File: src/hw/rtl/epc_pkg.sv
// ----------------------------------------------------------------------------
// epc_pkg
// Shared types, field widths, register map and microcode program of the
// encoder position controller.
// ----------------------------------------------------------------------------
package epc_pkg;

    // Field widths of the stream and register payloads
    localparam int CMD_W    = 2;
    localparam int ADC_W    = 14;
    localparam int DUTY_W   = 11;
    localparam int DAC_W    = 12;
    localparam int POS_W    = 24;
    localparam int TARGET_W = 17;
    localparam int GAIN_W   = 8;
    localparam int LEN_W    = 16;
    localparam int CODE_W   = 14;

    localparam int S_DATA_W = 16;
    localparam int M_DATA_W = 48;

    // Configuration port
    localparam int APB_ADDR_W = 5;
    localparam int APB_DATA_W = 32;
    localparam int REG_IDX_W  = 3;

    // Register reset values
    localparam logic [TARGET_W-1:0] TARGET_RST = TARGET_W'(65536);
    localparam logic [GAIN_W-1:0]   GAIN_RST   = GAIN_W'(40);
    localparam logic [LEN_W-1:0]    LEN_RST    = LEN_W'(100);
    localparam logic [CODE_W-1:0]   VDD_RST    = CODE_W'(16383);
    localparam logic [CODE_W-1:0]   VSS_RST    = CODE_W'(0);
    localparam logic [CODE_W-1:0]   BIAS_RST   = CODE_W'(8192);

    // Position scale: one metre in units of 2^-16 m
    localparam int UNIT_SHIFT = 16;

    // Input commands
    typedef enum logic [CMD_W-1:0] {
        CMD_EDGE  = 2'd0,
        CMD_TICK  = 2'd1,
        CMD_CALIB = 2'd2
    } cmd_t;

    // Register map (index = paddr / 4)
    typedef enum logic [REG_IDX_W-1:0] {
        REG_TARGET = 3'd0,
        REG_GAIN   = 3'd1,
        REG_LENGTH = 3'd2,
        REG_VDD    = 3'd3,
        REG_VSS    = 3'd4,
        REG_BIAS   = 3'd5
    } reg_idx_t;

    // Datapath operations selected by the control word
    typedef enum logic [3:0] {
        OP_NOP,
        OP_FETCH,
        OP_NUM,
        OP_POS,
        OP_SAT,
        OP_NVAL,
        OP_XVAL,
        OP_DIV_LOAD,
        OP_DIV_STEP,
        OP_DAC,
        OP_EMIT,
        OP_EDGE
    } op_t;

    // Jump conditions
    typedef enum logic [2:0] {
        COND_NEVER,
        COND_ALWAYS,
        COND_NO_ITEM,
        COND_NOT_TICK,
        COND_DIV_BUSY,
        COND_OUT_BUSY
    } cond_t;

    localparam int STEP_W = 4;
    typedef logic [STEP_W-1:0] step_t;

    // Program addresses
    localparam step_t S_FETCH    = 4'd0;
    localparam step_t S_DISPATCH = 4'd1;
    localparam step_t S_NUM      = 4'd2;
    localparam step_t S_POS      = 4'd3;
    localparam step_t S_SAT      = 4'd4;
    localparam step_t S_NVAL     = 4'd5;
    localparam step_t S_XVAL     = 4'd6;
    localparam step_t S_DIV_LOAD = 4'd7;
    localparam step_t S_DIV      = 4'd8;
    localparam step_t S_DAC      = 4'd9;
    localparam step_t S_EMIT     = 4'd10;
    localparam step_t S_RETURN   = 4'd11;
    localparam step_t S_EDGE     = 4'd12;

    // One control word: operation, jump condition and jump target.
    // Without a taken jump the step counter advances by one.
    typedef struct packed {
        op_t   op;
        cond_t cond;
        step_t target;
    } ctrl_word_t;

    // Divider control from the sequencer
    typedef struct packed {
        logic load;
        logic step;
    } div_ctrl_t;

    // Microcode program
    function automatic ctrl_word_t ucode_rom(input step_t addr);
        ctrl_word_t w;
        w = '{op: OP_NOP, cond: COND_ALWAYS, target: S_FETCH};
        case (addr)
            S_FETCH:    w = '{op: OP_FETCH,    cond: COND_NO_ITEM,  target: S_FETCH};
            S_DISPATCH: w = '{op: OP_NOP,      cond: COND_NOT_TICK, target: S_EDGE};
            S_NUM:      w = '{op: OP_NUM,      cond: COND_NEVER,    target: S_FETCH};
            S_POS:      w = '{op: OP_POS,      cond: COND_NEVER,    target: S_FETCH};
            S_SAT:      w = '{op: OP_SAT,      cond: COND_NEVER,    target: S_FETCH};
            S_NVAL:     w = '{op: OP_NVAL,     cond: COND_NEVER,    target: S_FETCH};
            S_XVAL:     w = '{op: OP_XVAL,     cond: COND_NEVER,    target: S_FETCH};
            S_DIV_LOAD: w = '{op: OP_DIV_LOAD, cond: COND_NEVER,    target: S_FETCH};
            S_DIV:      w = '{op: OP_DIV_STEP, cond: COND_DIV_BUSY, target: S_DIV};
            S_DAC:      w = '{op: OP_DAC,      cond: COND_NEVER,    target: S_FETCH};
            S_EMIT:     w = '{op: OP_EMIT,     cond: COND_OUT_BUSY, target: S_EMIT};
            S_RETURN:   w = '{op: OP_NOP,      cond: COND_ALWAYS,   target: S_FETCH};
            S_EDGE:     w = '{op: OP_EDGE,     cond: COND_ALWAYS,   target: S_FETCH};
            default:    w = '{op: OP_NOP,      cond: COND_ALWAYS,   target: S_FETCH};
        endcase
        return w;
    endfunction

endpackage

File: src/hw/rtl/epc_div.sv
// ----------------------------------------------------------------------------
// epc_div
// Restoring divider, one quotient bit per step, unsigned dividend by the
// 8-bit loop gain.
// ----------------------------------------------------------------------------
module epc_div #(
    parameter int DIVIDEND_W = 28
) (
    input  logic                         aclk,
    input  logic                         aresetn,
    input  epc_pkg::div_ctrl_t           ctrl,
    input  logic [DIVIDEND_W-1:0]        dividend,
    input  logic [epc_pkg::GAIN_W-1:0]   divisor,
    output logic [DIVIDEND_W-1:0]        quotient,
    output logic                         last
);
    import epc_pkg::*;

    localparam int CNT_W = (DIVIDEND_W > 1) ? $clog2(DIVIDEND_W) : 1;
    localparam logic [CNT_W-1:0] CNT_LAST = CNT_W'(DIVIDEND_W - 1);

    logic [DIVIDEND_W-1:0] quo_reg;
    logic [GAIN_W-1:0]     rem_reg;
    logic [CNT_W-1:0]      cnt_reg;

    logic [GAIN_W:0]       shifted;
    logic [GAIN_W:0]       diff;
    logic                  fits;
    logic [GAIN_W-1:0]     rem_next;
    logic [DIVIDEND_W-1:0] quo_next;

    // Trial subtract of the divisor from the partial remainder
    always_comb begin
        shifted  = {rem_reg, quo_reg[DIVIDEND_W-1]};
        diff     = shifted - {1'b0, divisor};
        fits     = (shifted >= {1'b0, divisor});
        rem_next = fits ? diff[GAIN_W-1:0] : shifted[GAIN_W-1:0];
        quo_next = {quo_reg[DIVIDEND_W-2:0], fits};
    end

    // Hold the dividend, shift in one quotient bit per step
    always_ff @(posedge aclk) begin
        if (ctrl.load) begin
            quo_reg <= dividend;
            rem_reg <= '0;
        end else if (ctrl.step) begin
            quo_reg <= quo_next;
            rem_reg <= rem_next;
        end
    end

    // Count steps
    always_ff @(posedge aclk) begin
        if (!aresetn) begin
            cnt_reg <= '0;
        end else if (ctrl.load) begin
            cnt_reg <= '0;
        end else if (ctrl.step) begin
            cnt_reg <= cnt_reg + 1'b1;
        end
    end

    assign quotient = quo_reg;
    assign last     = (cnt_reg == CNT_LAST);

endmodule

File: config.mk
export PLATFORM = sky130hd
export DESIGN_NAME = epc_div
export DESIGN_NICKNAME = d
export VERILOG_FILES = /design/src/hw/rtl/epc_pkg.sv /design/src/hw/rtl/epc_div.sv
export SDC_FILE = /design/constraint.sdc
export NUM_CORES = 1
export LEC_CHECK = 0
export BUFFER_PORTS_ARGS = -buffer_cell sky130_fd_sc_hd__buf_4
export CAP_MARGIN = 10
export CORE_MARGIN = 3
export CORE_UTILIZATION = 40
export CTS_BUF_LIST = sky130_fd_sc_hd__clkbuf_4 sky130_fd_sc_hd__clkbuf_8 sky130_fd_sc_hd__clkbuf_16
export DETAILED_ROUTE_END_ITERATION = 8
export PLACE_DENSITY_LB_ADDON = 0.25
export SYNTH_ARGS = -nofsm -noshare
export SYNTH_HDL_FRONTEND = slang
export SYNTH_SLANG_ARGS = --single-unit
File: constraint.sdc
create_clock -name aclk -period 2.7 [get_ports aclk]
set_clock_uncertainty 0.1 [all_clocks]
set_input_delay 0.135 -clock aclk [delete_from_list [all_inputs] [get_ports aclk]]
set_output_delay 0.135 -clock aclk [all_outputs]
set_load 0.1 [all_outputs]
==> flow_summary.ini <==
[finish]
num-nets-final = 295
area_growth_syn_to_layout_pct = 30.93
drive_above_1_share_pct = 45.93
largest_register_ff_count = 28
antenna-diode-count = 0

[routing]
num_vias = 1526
wl_per_cell_um = 13.35
route.detailed.drc = 0
viasPerCell = 4.829
antenna_violating_nets_post_route = 0
firstDrtPassIters = 4
iteration_0_drc_markers = 88
wl_met1_um = 1998
wl_met3_um = 295
met2_length_um = 1869
routed_wl_um = 4218
topRoutingLayerUsed = met4

[yosys]
yosys-top-cells-count = 28 x edfxtp_1, 28 x mux2_2, 14 x nor2_1
synth_top_area_share_pct = 39.00
yosys_register_bits = 41
synth_seq_area_share_pct = 51.07
post_synth_main_area_contributors = edfxtp_1 39%, mux2_2 15%, dfxtp_1 12%
synthesis.yosys.warnings = 0
synth_top_flop_cell = edfxtp_1
syn_inst = 175
synth_enable_flop_cells = 28
synth_area_leader_cell = edfxtp_1
synth_cell_type_count = 39
syn-mean-instance-area_um2 = 12.32
postSynthNetCount = 225
synthesis.area_um2 = 2156
async_flop_share_pct = 0

[floorplan]
placement_rows = 26
core_area_um2 = 5172
die_area_um2 = 6307
floorplan.io_pins = 69
die-height_um = 79.42
effective_utilization_at_floorplan_pct = 41.68
die_boundary_width_um = 79.42

[clock_network]
clock-root-buffer = clkbuf_8
clk_pin_slew_worst_paths_ns = 0.08
post-cts-setup-buffer-count = 0
tritoncts_num_sinks = 41
cts_tree = done
cts.repair.resized = 0
cts_htree_levels = 2
cts-buffers-inserted = 5
insertion_delay_ns = 0.28
post_cts_hold_buffer_count = 0
cts_buffer_depth = 2

[power_and_ir_drop]
portion_of_total_power_attributed_to_combinational_logic_pct = 35.1
clkPwrFrac_pct = 22.5
total_switching_power_uw = 674.7
sequentialPowerShare_pct = 42.4
leakagePower_uw = 0.001220
irDropWorstVdd_mv = 0.4449
internal_power_uw = 1135
net_sw_share_pct = 37.28
power.density_cell_area_nw_per_um2 = 641.2

[setup_path]
timing.critical_path.fanout_max = 11
worst-r2r-setup-slack_ns = 0.50
crit_path_end_kind = register
crit_family = compound AO/OA/AOI/OAI gates
cp_data_arrival_time_ns = 2.31
critPathBufInv = 0
crit_type = reg -> reg
required_ns = 2.81
critical_path.cell_chain = ha_1 > and3_1 > nand3_1 > o21ai_2 > mux2_4 > a211oi_2
type_of_element_launching_the_critical_path = register
cp_slowest_cell = o21ai_2
worst_path_largest_cell_delay_ns = 0.46

[timing]
timing.final.ws_setup_ns = 0.5007
timing.hold.ws_ns = 0.04862
final-max-slew-violation-count = 0
fin_crit_ns = 2.199
rsz0062_at_grt = no
maxClockFrequency_ghz = 0.4547
hold_viol_final = 0
tightest_slew_ns = 0.5567
period_share_pct = 81.46
final.setup.tns_ns = 0
finalSetupViolCount = 0
slew-limit-headroom_pct = 62.88

[flow_run]
maxCapViolCount = 0

[grt]
grt_antenna_before_repair = 0
pin_count_of_the_biggest_net_entering_global_routing = 35
globalRoute.totalOverflow = 0
grt_pass1_wl_um = 7231
first_global_vias = 1538
global_route.usage.total_pct = 14.73

[placement]
placement.setup.worst_slack_ns = 0.5070
io_buffers = 68
gp_congestion = 0.7388
dpl.hpwl_um = 3193

[outcome]
outcome = finished, final reports clean

[worst_hold_path]
classification_of_the_worst_slack_hold_path = in -> reg
==> logic make-up (layout without fill, tap and decap cells) <==
logic type / after synthesis / in the layout / synth area share [%]
multiplexers: 35 / 35 / 18.11
XOR/XNOR: 9 / 9 / 3.657
adder cells (fa/ha/maj): 10 / 10 / 6.152
flip-flops: 41 / 41 / 51.07
AO/OA/AOI/OAI: 22 / 22 / 8.589
buffers and inverters: 18 / 89 / 3.482
AND/OR/NAND/NOR: 40 / 40 / 8.938
==> per-stage QoR <==
| stage | util, % | cells | power, µW | cell area, µm² |
|---|---|---|---|---|
| after floorplan | - | 175 | 1274 | 2156 |
| after global placement | 52.81 | 308 | 1419 | 2731 |
| after detailed placement | 52.81 | 308 | 1421 | 2731 |
| after CTS | 54.57 | 316 | 1838 | 2823 |
| after global routing | 54.57 | 316 | 1907 | 2823 |
| final | 54.57 | 316 | 1810 | 2823 |
==> per-layer routing <==
layer,track usage [%],up-vias
li1,-,776
met1,20.36,703
met2,21.72,42
met3,4.966,5
met4,4.639,0
met5,0,-
==> layout by cell type (no fill, tap or decap), types with 4 or more instances in the layout <==
cell	instances
edfxtp_1	28
mux2i_1	6
buf_4	69
dfxtp_1	13
nand2b_1	4
xor2_1	6
clkbuf_8	5
nor2_1	14
inv_1	12
nand2_1	9
ha_1	9
mux2_2	28
==> worst paths after layout <==
kind | from | end | depth (start not counted)
max | rem_reg[4]$_SDFFE_PP0P_ | rem_reg[0]$_SDFFE_PP0P_ | 6
min | dividend[6] | quotient[6]$_DFFE_PP_ | 2
max reg2reg | rem_reg[4]$_SDFFE_PP0P_ | rem_reg[0]$_SDFFE_PP0P_ | 6
min reg2reg | rem_reg[4]$_SDFFE_PP0P_ | rem_reg[4]$_SDFFE_PP0P_ | 2
==> power groups by stage <==
stage / registers [µW] / clock network [µW] / logic [µW]
after floorplan: 1100 / 0 / 169
after global placement: 781 / 0 / 638
after detailed placement: 782 / 0 / 640
after CTS: 769 / 428 / 641
after global routing: 776 / 459 / 671
final: 768 / 407 / 636
==> area by class of cell <==
class	instances	area (µm²)
Fill cell	468	2350
Sequential cell	41	1101
Multi-Input combinational cell	116	979.7
Timing Repair Buffer	69	518.0
Clock buffer	8	91.34
Tap cell	70	87.58
Inverter	12	45.04
No activity file was read; power rests on OpenSTA's default activity.
